**src/hw/rtl/lbpe_pkg.sv**
```systemverilog
// Shared constants for the LED bit pattern expander.
// Used by the channel interfaces and the top level; depends on nothing.
`default_nettype none
package lbpe_pkg;

  // Field widths.
  localparam int unsigned LED_BITS    = 8;
  localparam int unsigned SER_BITS    = 8;
  localparam int unsigned PAT_BITS    = 32;
  localparam int unsigned LEN_W       = 6;
  localparam int unsigned PIDX_W      = $clog2(PAT_BITS);
  localparam int unsigned LED_IDX_W   = $clog2(LED_BITS);
  localparam int unsigned CFG_IDX_W   = 2;
  localparam int unsigned CFG_DATA_W  = 32;

  // Longest pattern that the datapath supports.
  localparam logic [LEN_W-1:0] MAX_LEN = LEN_W'(PAT_BITS);

  // Register indexes on the configuration port.
  localparam logic [CFG_IDX_W-1:0] REG_PATTERN_LENGTH = 2'd0;
  localparam logic [CFG_IDX_W-1:0] REG_ZERO_PATTERN   = 2'd1;
  localparam logic [CFG_IDX_W-1:0] REG_ONE_PATTERN    = 2'd2;

  // Register reset values.
  localparam logic [LEN_W-1:0]    RST_PATTERN_LENGTH = 6'd3;
  localparam logic [PAT_BITS-1:0] RST_ZERO_PATTERN   = 32'd4;
  localparam logic [PAT_BITS-1:0] RST_ONE_PATTERN    = 32'd6;

endpackage : lbpe_pkg
`default_nettype wire

```
**src/hw/rtl/lbpe_in_if.sv**
```systemverilog
// Input channel: one LED colour word per handshake.
// Depends on lbpe_pkg for the field width.
`default_nettype none
interface lbpe_in_if;
  logic                          valid;
  logic                          ready;
  logic [lbpe_pkg::LED_BITS-1:0] led_byte;

  modport source (output valid, output led_byte, input ready);
  modport sink   (input valid, input led_byte, output ready);
endinterface : lbpe_in_if
`default_nettype wire

```
**src/hw/rtl/lbpe_out_if.sv**
```systemverilog
// Result channel: one packed serial word per handshake, with end-of-run flag.
// Depends on lbpe_pkg for the field width.
`default_nettype none
interface lbpe_out_if;
  logic                          valid;
  logic                          ready;
  logic [lbpe_pkg::SER_BITS-1:0] serial_byte;
  logic                          run_end;

  modport source (output valid, output serial_byte, output run_end, input ready);
  modport sink   (input valid, input serial_byte, input run_end, output ready);
endinterface : lbpe_out_if
`default_nettype wire

```
**src/hw/rtl/lbpe_cfg_if.sv**
```systemverilog
// Configuration write channel: register index and write data per word.
// Depends on lbpe_pkg for the field widths.
`default_nettype none
interface lbpe_cfg_if;
  logic                            valid;
  logic                            ready;
  logic [lbpe_pkg::CFG_IDX_W-1:0]  index;
  logic [lbpe_pkg::CFG_DATA_W-1:0] data;

  modport source (output valid, output index, output data, input ready);
  modport sink   (input valid, input index, input data, output ready);
endinterface : lbpe_cfg_if
`default_nettype wire

```
**src/hw/rtl/led_bit_pattern_expander.sv**
```systemverilog
// LED bit pattern expander: replaces each LED bit by an N-bit pattern, packs to words.
// A taken input word loads the work stage, which then fills the output register.
// Throughput: one output word per cycle while the result channel is ready; each input word
// yields N = min(pattern_length, 32) words; with N equal to zero it is taken and yields none.
// Reset (rst_n low, synchronous) restores the registers to 3, 4 and 6 and empties the block.
// Depends on lbpe_pkg, lbpe_in_if, lbpe_out_if and lbpe_cfg_if.
`default_nettype none
module led_bit_pattern_expander (
  input  wire         clk,
  input  wire         rst_n,
  lbpe_in_if.sink     in_if,
  lbpe_out_if.source  out_if,
  lbpe_cfg_if.sink    cfg_if
);

  localparam int unsigned LB  = lbpe_pkg::LED_BITS;
  localparam int unsigned SB  = lbpe_pkg::SER_BITS;
  localparam int unsigned PB  = lbpe_pkg::PAT_BITS;
  localparam int unsigned LW  = lbpe_pkg::LEN_W;
  localparam int unsigned PW  = lbpe_pkg::PIDX_W;
  localparam int unsigned BW  = lbpe_pkg::LED_IDX_W;

  // Configuration registers.
  logic [LW-1:0] pattern_length_r;
  logic [PB-1:0] zero_pattern_r;
  logic [PB-1:0] one_pattern_r;

  // Work stage: the word being expanded and the position within it.
  logic          busy_r,   busy_nxt;
  logic [LB-1:0] led_r,    led_nxt;
  logic [BW-1:0] bidx_r,   bidx_nxt;
  logic [PW-1:0] pidx_r,   pidx_nxt;
  logic [PW-1:0] wcnt_r,   wcnt_nxt;

  // Output register.
  logic          ovalid_r, ovalid_nxt;
  logic [SB-1:0] obyte_r,  obyte_nxt;
  logic          oend_r,   oend_nxt;

  logic [LW-1:0] n_eff;
  logic [PW-1:0] n_m1;
  logic          len_zero;
  logic          out_free;
  logic          produce;
  logic          last_word;
  logic          in_take;
  logic [SB-1:0] step_byte;
  logic [BW-1:0] step_bidx;
  logic [PW-1:0] step_pidx;

  // Configuration writes are always accepted; unknown indexes are dropped.
  assign cfg_if.ready = 1'b1;

  always_ff @(posedge clk) begin
    if (!rst_n) begin
      pattern_length_r <= lbpe_pkg::RST_PATTERN_LENGTH;
      zero_pattern_r   <= lbpe_pkg::RST_ZERO_PATTERN;
      one_pattern_r    <= lbpe_pkg::RST_ONE_PATTERN;
    end else if (cfg_if.valid) begin
      case (cfg_if.index)
        lbpe_pkg::REG_PATTERN_LENGTH: pattern_length_r <= cfg_if.data[LW-1:0];
        lbpe_pkg::REG_ZERO_PATTERN:   zero_pattern_r   <= cfg_if.data[PB-1:0];
        lbpe_pkg::REG_ONE_PATTERN:    one_pattern_r    <= cfg_if.data[PB-1:0];
        default: ;
      endcase
    end
  end

  // Effective pattern length, saturated at the datapath maximum.
  assign n_eff    = (pattern_length_r > lbpe_pkg::MAX_LEN) ? lbpe_pkg::MAX_LEN
                                                           : pattern_length_r;
  assign n_m1     = PW'(n_eff - LW'(1));
  assign len_zero = (n_eff == '0);

  // Build eight serial bits, walking pattern bits and LED bits MSB first.
  always_comb begin
    logic [BW-1:0] b;
    logic [PW-1:0] p;
    logic [PB-1:0] pat;
    b = bidx_r;
    p = pidx_r;
    pat = '0;
    step_byte = '0;
    for (int i = 0; i < SB; i++) begin
      pat = led_r[b] ? one_pattern_r : zero_pattern_r;
      step_byte[SB-1-i] = pat[p];
      if (p == '0) begin
        p = n_m1;
        b = b - BW'(1);
      end else begin
        p = p - PW'(1);
      end
    end
    step_bidx = b;
    step_pidx = p;
  end

  // Handshake control: the work stage emits a word when the output register frees up.
  assign out_free  = !ovalid_r || out_if.ready;
  assign produce   = busy_r && out_free;
  assign last_word = (wcnt_r == n_m1);
  assign in_if.ready = !busy_r || (produce && last_word);
  assign in_take   = in_if.valid && in_if.ready;

  always_comb begin
    busy_nxt   = busy_r;
    led_nxt    = led_r;
    bidx_nxt   = bidx_r;
    pidx_nxt   = pidx_r;
    wcnt_nxt   = wcnt_r;
    ovalid_nxt = ovalid_r;
    obyte_nxt  = obyte_r;
    oend_nxt   = oend_r;

    // Output register drains when taken.
    if (ovalid_r && out_if.ready) begin
      ovalid_nxt = 1'b0;
    end

    // Emit the next packed word.
    if (produce) begin
      ovalid_nxt = 1'b1;
      obyte_nxt  = step_byte;
      oend_nxt   = last_word;
      bidx_nxt   = step_bidx;
      pidx_nxt   = step_pidx;
      wcnt_nxt   = wcnt_r + PW'(1);
      if (last_word) begin
        busy_nxt = 1'b0;
      end
    end

    // Load a new input word; a zero-length pattern yields nothing.
    if (in_take) begin
      busy_nxt = !len_zero;
      led_nxt  = in_if.led_byte;
      bidx_nxt = BW'(LB - 1);
      pidx_nxt = n_m1;
      wcnt_nxt = '0;
    end
  end

  always_ff @(posedge clk) begin
    if (!rst_n) begin
      busy_r   <= 1'b0;
      ovalid_r <= 1'b0;
    end else begin
      busy_r   <= busy_nxt;
      ovalid_r <= ovalid_nxt;
    end
  end

  always_ff @(posedge clk) begin
    led_r   <= led_nxt;
    bidx_r  <= bidx_nxt;
    pidx_r  <= pidx_nxt;
    wcnt_r  <= wcnt_nxt;
    obyte_r <= obyte_nxt;
    oend_r  <= oend_nxt;
  end

  assign out_if.valid       = ovalid_r;
  assign out_if.serial_byte = obyte_r;
  assign out_if.run_end     = oend_r;

endmodule : led_bit_pattern_expander
`default_nettype wire

```
**src/flat_wrapper.sv**
```systemverilog
// flat-port wrapper written by rule: the top's interface ports become plain ports
module led_bit_pattern_expander_flat 
  (clk, rst_n, in_if_valid, in_if_led_byte, in_if_ready, out_if_valid, out_if_serial_byte, out_if_run_end, out_if_ready, cfg_if_valid, cfg_if_index, cfg_if_data, cfg_if_ready);
  lbpe_in_if in_if_i ();
  lbpe_out_if out_if_i ();
  lbpe_cfg_if cfg_if_i ();
  input  wire clk;
  input  wire rst_n;
  input wire logic [$bits(in_if_i.valid)-1:0] in_if_valid;
  input wire logic [$bits(in_if_i.led_byte)-1:0] in_if_led_byte;
  output wire logic [$bits(in_if_i.ready)-1:0] in_if_ready;
  output wire logic [$bits(out_if_i.valid)-1:0] out_if_valid;
  output wire logic [$bits(out_if_i.serial_byte)-1:0] out_if_serial_byte;
  output wire logic [$bits(out_if_i.run_end)-1:0] out_if_run_end;
  input wire logic [$bits(out_if_i.ready)-1:0] out_if_ready;
  input wire logic [$bits(cfg_if_i.valid)-1:0] cfg_if_valid;
  input wire logic [$bits(cfg_if_i.index)-1:0] cfg_if_index;
  input wire logic [$bits(cfg_if_i.data)-1:0] cfg_if_data;
  output wire logic [$bits(cfg_if_i.ready)-1:0] cfg_if_ready;
  assign in_if_i.valid = in_if_valid;
  assign in_if_i.led_byte = in_if_led_byte;
  assign in_if_ready = in_if_i.ready;
  assign out_if_valid = out_if_i.valid;
  assign out_if_serial_byte = out_if_i.serial_byte;
  assign out_if_run_end = out_if_i.run_end;
  assign out_if_i.ready = out_if_ready;
  assign cfg_if_i.valid = cfg_if_valid;
  assign cfg_if_i.index = cfg_if_index;
  assign cfg_if_i.data = cfg_if_data;
  assign cfg_if_ready = cfg_if_i.ready;
  led_bit_pattern_expander u_core (.clk(clk), .rst_n(rst_n), .in_if(in_if_i), .out_if(out_if_i), .cfg_if(cfg_if_i));
endmodule
```
**config.mk**
```make
export PLATFORM = sky130hd
export DESIGN_NAME = led_bit_pattern_expander_flat
export DESIGN_NICKNAME = d
export VERILOG_FILES = /design/src/hw/rtl/lbpe_pkg.sv /design/src/hw/rtl/lbpe_in_if.sv /design/src/hw/rtl/lbpe_out_if.sv /design/src/hw/rtl/lbpe_cfg_if.sv /design/src/hw/rtl/led_bit_pattern_expander.sv /design/src/flat_wrapper.sv
export SDC_FILE = /design/constraint.sdc
export NUM_CORES = 1
export LEC_CHECK = 0
export BUFFER_PORTS_ARGS = -buffer_cell sky130_fd_sc_hd__buf_2
export CAP_MARGIN = 0
export CORE_UTILIZATION = 51
export DETAILED_ROUTE_END_ITERATION = 8
export PLACE_DENSITY_LB_ADDON = 0.05
export SYNTH_ARGS = -nofsm -noshare
export SYNTH_HDL_FRONTEND = slang
export SYNTH_SLANG_ARGS = --single-unit
export TNS_END_PERCENT = 10
```
**constraint.sdc**
```tcl
create_clock -name clk -period 20.6 [get_ports clk]
set_clock_uncertainty 0.15 [all_clocks]
set_input_delay 2.06 -clock clk [delete_from_list [all_inputs] [get_ports clk]]
set_output_delay 2.06 -clock clk [all_outputs]
set_load 0.03 [all_outputs]
```
# [After elaboration in Yosys (flattened, before gate mapping)]
# Index checks and enable logic that the tools add are counted.
[word_totals] output_inout_bits=12 in_bits=47 regBits=102 elab_cells=139
[classes] reduce_logical=26 muxes=64 order_cmp=17 add_sub_neg=18 eq_ne=3
[ops] cell="$mux W32" n=8
[ops] cell="$mux W5" n=10
[ops] cell="$lt A5 B6 Y1 const B" n=8
[ops] cell="$sub A5 B1 Y5 const B" n=9
[ops] cell="$bmux W1 S5" n=8
[ops] cell="$logic_not A5 Y1" n=8
[ops] cell="$lt A3 B4 Y1 const B" n=8
[ops] cell="$bmux W1 S3" n=8
[ops] cell="$mux W3" n=8
[ops] cell="$sub A3 B1 Y3 const B" n=8
[ops] cell="$mux W1" n=21
[ops] cell="$reduce_and A2 Y1" n=4
[ops] cell="$gt A6 B6 Y1 const B" n=1
[ops] cell="$logic_not A6 Y1" n=1
[ops] cell="$mux W6" n=1
[ops] cell="$reduce_bool A2 Y1" n=3
[ops] cell="$add A5 B1 Y5 const B" n=1
[ops] cell="$eq A5 B5 Y1" n=1
[ops] cell="$logic_and A1 B1 Y1" n=4
[ops] cell="$logic_not A1 Y1" n=3
[ops] cell="$eq A2 B1 Y1 const B" n=1
[ops] cell="$eq A2 B2 Y1 const B" n=1
[ops] cell="$logic_not A2 Y1" n=1
[ops] cell="$logic_or A1 B1 Y1" n=2

# [Depth between registers and ports, before layout]
[logic_depth] ltp_word=21 ltp_mapped=38 ltp_nobuf=32

# [Worst setup path before layout]
# Ideal clock, no wire load.
[synth_timing] path_kind="register -> register" start="reg u_core.pidx_r[1]" end="reg u_core.obyte_r[0] (netlist: u_core.out_if.serial_byte[0]) (data pin)" path_buffers=4 path_slack_ns=11.984 required_time_ns=20.181 path_stages_with_launch=35 arrival_time_ns=8.197 period_less_slack_ns=8.616 path_cell_list="edfxtp_1 > clkinv_1 > ha_1 > or4b_1 > clkbuf_1 > o21ai_1 > ha_1 > clkbuf_1 > nor3b_1 > a31oi_1 > a21boi_1 > o31ai_2 > o41ai_2 > and3_1 > a211o_1 > nor4_1 > a21oi_1 > and3_1 > buf_6 > a21oi_2 > inv_2 > ha_1 > inv_1 > a211oi_1 > o2111a_2 > xnor3_2 > mux2i_1 > mux2i_1 > mux2i_4 > buf_6 > mux2i_1 > nor2_1 > or4b_1 > o22ai_1 > mux2i_1"
[synth_between] elab_chain_cells=19
[synth_rtl] item="from (decl)" line_no="led_bit_pattern_expander.sv:32" source="logic [PW-1:0] pidx_r, pidx_nxt;"
[synth_rtl] item="from (signal assigned)" line_no="led_bit_pattern_expander.sv:156" source="pidx_r <= pidx_nxt;"
[synth_rtl] item="$sub A5 B1 Y5 / $logic_not A5 Y1 (equally long branches)" line_no="led_bit_pattern_expander.sv:91, led_bit_pattern_expander.sv:87"
[synth_rtl] item="$mux W5 / $mux W3 (equally long branches)" line_no="led_bit_pattern_expander.sv:87" source="if (p == '0) begin"
[synth_rtl] item="$sub A5 B1 Y5, or another cell as far along" line_no="led_bit_pattern_expander.sv:91" source="p = p - PW'(1);"
[synth_rtl] item="$mux W5 / $mux W3 (equally long branches)" line_no="led_bit_pattern_expander.sv:87"
[synth_rtl] item="$sub A5 B1 Y5, or another cell as far along" line_no="led_bit_pattern_expander.sv:91"
[synth_rtl] item="$mux W5 / $mux W3 (equally long branches)" line_no="led_bit_pattern_expander.sv:87"
[synth_rtl] item="$sub A5 B1 Y5, or another cell as far along" line_no="led_bit_pattern_expander.sv:91"
[synth_rtl] item="$mux W5 / $mux W3 (equally long branches)" line_no="led_bit_pattern_expander.sv:87"
[synth_rtl] item="[... 4 more ...]"
[synth_rtl] item="$logic_not A5 Y1 / $sub A3 B1 Y3 (equally long branches)" line_no="led_bit_pattern_expander.sv:87, led_bit_pattern_expander.sv:89"
[synth_rtl] item="$mux W3" line_no="led_bit_pattern_expander.sv:87"
[synth_rtl] item="$bmux W1 S3" line_no="led_bit_pattern_expander.sv:85" source="pat = led_r[b] ? one_pattern_r : zero_pattern_r;"
[synth_rtl] item="$mux W1 (implied by the code)" line_no="led_bit_pattern_expander.sv:85"
[synth_rtl] item="$mux W32" line_no="led_bit_pattern_expander.sv:85"
[synth_rtl] item="$bmux W1 S5 *" line_no="led_bit_pattern_expander.sv:86" source="step_byte[SB-1-i] = pat[p];"
[synth_rtl] item="$mux W1 (implied by the code) *" line_no="led_bit_pattern_expander.sv:86"
[synth_rtl] item="net u_core.step_byte[0]" line_no="led_bit_pattern_expander.sv:47" source="logic [SB-1:0] step_byte;"
[synth_rtl] item="to (signal assigned)" line_no="led_bit_pattern_expander.sv:158" source="obyte_r <= obyte_nxt;"
[synth_rtl] item="to (decl)" line_no="led_bit_pattern_expander.sv:37" source="logic [SB-1:0] obyte_r, obyte_nxt;"
# The timed path passes the listed nets; every way through them passes the cells marked *. The select of a mux whose other input is x is not followed.
# A chain may end at the register's enable or synchronous reset.

# [Final worst setup path]
[layout_timing] start="reg u_core.pidx_r[0]" end="reg u_core.obyte_r[0] (netlist: u_core.out_if.serial_byte[0]) (data pin)"
# The elaborated chain is that of the path after synthesis.

==> key figures <==
Status
  • Status: complete, no violations

Clock tree
  • # hold bufs at CTS: 0
  • Post-cts sizing count: 0
  • Worst-path clk slew: 80 ps
  • Root Driver: clkbuf_16
  • CTS Sinks: 102
  • CTS Buf Count: 9
  • CTS tree: done
  • Clock Latency Late Sink: 360 ps
  • H-tree levels: 3
  • Post-CTS setup buffer count: 0
  • CTS max path bufs: 2

Min path
  • Class of the worst hold path: reg2reg
  • Hold Path End: u_core.out_if.valid
  • Worst Min Path Start: u_core.busy_r
  • Hold path depth: 1

Timing
  • Worst slew pin tran: roughly 1200 ps
  • Setup TNS Final: 0 ps
  • RSZ-0062 raised after global routing: no
  • Final slew viol count: 0
  • Period utilisation layout: 0.569
  • Finish-stage setup viols: 0
  • Relative slew slack: 0.191
  • Post-layout min period: 11,710 ps
  • Hold Vio Cnt, Final: 0
  • F_max: 0.0854 GHz

Route
  • Drt via density: 6.80
  • DRC: 0
  • DR vias: 10,600
  • Initial DRC count: between 1,000 and 1,500
  • Pre-antenna DRT Iters: 5
  • ANT nets after route: 0
  • Drt wl/cell: 24.8 um
  • Total wire length: 38,600 um

Yosys
  • Mapped Area: 11,000 um^2
  • Top-area cell type share of the netlist area: 0.174
  • Post-synthesis cell count: 1,344
  • Synth Net Count: 1,404
  • Top_reg_cell synth: dfxtp_1
  • Synth cell types: 90
  • Post-synth EDFFs: 22
  • Largest cells by area after synthesis: mux2i_1 (17%), dfxtp_1 (15%), mux4_2 (8.4%), nand2_1 (8.0%), edfxtp_1 (6.0%)
  • Cell taking the most area after synthesis: mux2i_1
  • Synth async-reset ratio: 0
  • Yosys warning count: 0
  • Register bit count reported by yosys: 102
  • Syn avg cell area: 8.16 um^2
  • Seq/Total Area, Yosys: 0.206

Critical path
  • R2r endpoint: u_core.out_if.serial_byte[0]
  • Worst r2r src: u_core.pidx_r[0]
  • Crit. End Element: flip-flop
  • Crit. Startpoint: u_core.pidx_r[0]
  • Setup crit start kind: flip-flop
  • Slowest stage delay, CP: 1120 ps
  • Critical Setup Path Class: reg2reg
  • Cell count of the worst reg-to-reg path: 34
  • Critical Path Most Common Cell: mux2i_1
  • Slowest CP cell: edfxtp_1
  • Worst Path Max Fanout: 41
  • CP Data Required Time: around 21,000 ps
  • R2R Setup Slk: 8890 ps
  • Arrival time at the worst endpoint: 11,640 ps

GRT
  • Initial antenna violation count: 0
  • First-pass GRT wire length: around 59,000 um
  • Tot GR Track Use: 0.352
  • Grt ovf: 0
  • Maximum number of pins on one net before global-route repair: 73
  • Number of global-route vias before repair: 9,873

Die
  • Site Rows: 53
  • CORE AREA: 21,000 um^2
  • Chip Width: 149 um
  • Ports: 59
  • Die area: roughly 22,000 um^2
  • Initial Utilization: 0.522
  • Die Ht: 149 um

Final layout
  • Area delta synth->final: 4.05%
  • Final net count: around 1,300
  • Ant diodes: 0
  • Share of cells above drive strength 1: 0.141
  • Fillcell total: 2,007

Placed design
  • I/O Buffers: 57
  • RD Place Congestion: 0.957
  • Post-DP HPWL: 27,700 um

Flow run
  • Max-Cap Viols: 0
==> layer usage <==
| metal | track usage | part of all wire |
|---|---|---|
| met4 | 0.155 | 0.046 |
| met5 | 0 | 0 |
| met3 | 0.0733 | 0.11 |
| met2 | 0.520 | 0.42 |
| met1 | 0.492 | 0.42 |
==> flip-flops by register name (all words and copies together), names as in the netlist <==
name / cells
u_core.one_pattern_r: 32
u_core.zero_pattern_r: 32
u_core.led_r: 8
u_core.out_if.serial_byte: 8
u_core.pattern_length_r: 6
u_core.pidx_r: 5
u_core.wcnt_r: 5
u_core.bidx_r: 3
u_core.busy_r: 1
u_core.out_if.run_end: 1
u_core.out_if.valid: 1
==> stage by stage <==
step	instance area, um^2	setup slack, ps	hold slack (ps)	util	cells
after detailed placement	11100	9190	339	0.529	1545
after global placement	11100	9440	340	0.529	1545
after CTS	11400	9140	358	0.543	1561
after global routing	11400	8130	384	0.543	1561
after floorplan	11000	11980	312	-	1344
final	11400	8890	354	0.543	1561
==> worst max-delay path by stage <==
stage / to / slack, ps
6_report: u_core.out_if.serial_byte[0] / 8890
2_1_floorplan: u_core.out_if.serial_byte[0] / 11980
3_3_place_gp: u_core.out_if.serial_byte[0] / 9440
4_1_cts: u_core.out_if.serial_byte[0] / 9140
3_5_place_dp: u_core.out_if.serial_byte[0] / 9190
5_1_grt: u_core.out_if.serial_byte[0] / 8130
==> worst max-delay path: cells and delay by family (launching register included) <==
family                     cells  cell delay, ps
buffers and inverters          7            1490
muxes                          6             960
xor gates and xnor gates       1             440
and+or+nand+nor                6            1730
DFF                            1            1120
adders and majority gates      3             900
AOI/OAI and AO/OA             11            4590
==> kinds of logic after synthesis <==
kind of cell,Yosys count,share of synthesized area
AOI/OAI and AO/OA,348,0.225
xor gates and xnor gates,32,0.0269
adders and majority gates,14,0.0157
buffers and inverters,171,0.0657
DFF,102,0.206
muxes,252,0.283
other,1,0.000342
and+or+nand+nor,424,0.177
==> placed cells by master, fill, tap and decap left out, drive strengths merged, types with 11 or more instances in the layout <==
cell type / Yosys / final
nand2: 234 / 234
a211oi: 43 / 43
o21ai: 34 / 34
mux2: 17 / 17
o22ai: 47 / 47
inv: 18 / 23
a31oi: 11 / 11
a21oi: 61 / 61
o211ai: 14 / 14
buf: 47 / 76
xor2: 13 / 13
nand3: 19 / 19
nor3: 38 / 38
nor2: 53 / 53
edfxtp: 22 / 22
nor2b: 21 / 21
xnor2: 18 / 18
a21boi: 68 / 68
and3: 19 / 19
dfxtp: 80 / 80
mux2i: 193 / 193
mux4: 42 / 42
ha: 13 / 13
==> cell usage after synthesis (19+ instances only) <==
cell type,number
clkbuf_1,100
nand2_1,233
mux4_2,41
buf_1,22
a21oi_1,59
a21boi_0,66
dfxtp_1,80
edfxtp_1,22
o21ai_0,27
and3_1,19
mux2i_1,191
o22ai_1,47
a211oi_1,42
nor3_1,35
nor2b_1,21
nor2_1,52
==> area by class of cell <==
cell class              instances  area (um^2)  share of cell area
well taps                     275          344              0.0302
flip-flops and latches        102         2260               0.198
clock inverters                 7         60.1             0.00526
multi-input cells            1071         8010               0.702
clock buffers                   9          225              0.0197
repair buffers                 76          428              0.0375
inverters                      21         78.8             0.00691
Power is left out: the tool's default activity adds up to more than one toggle a clock period on the data nets, which glitch-free logic cannot reach.
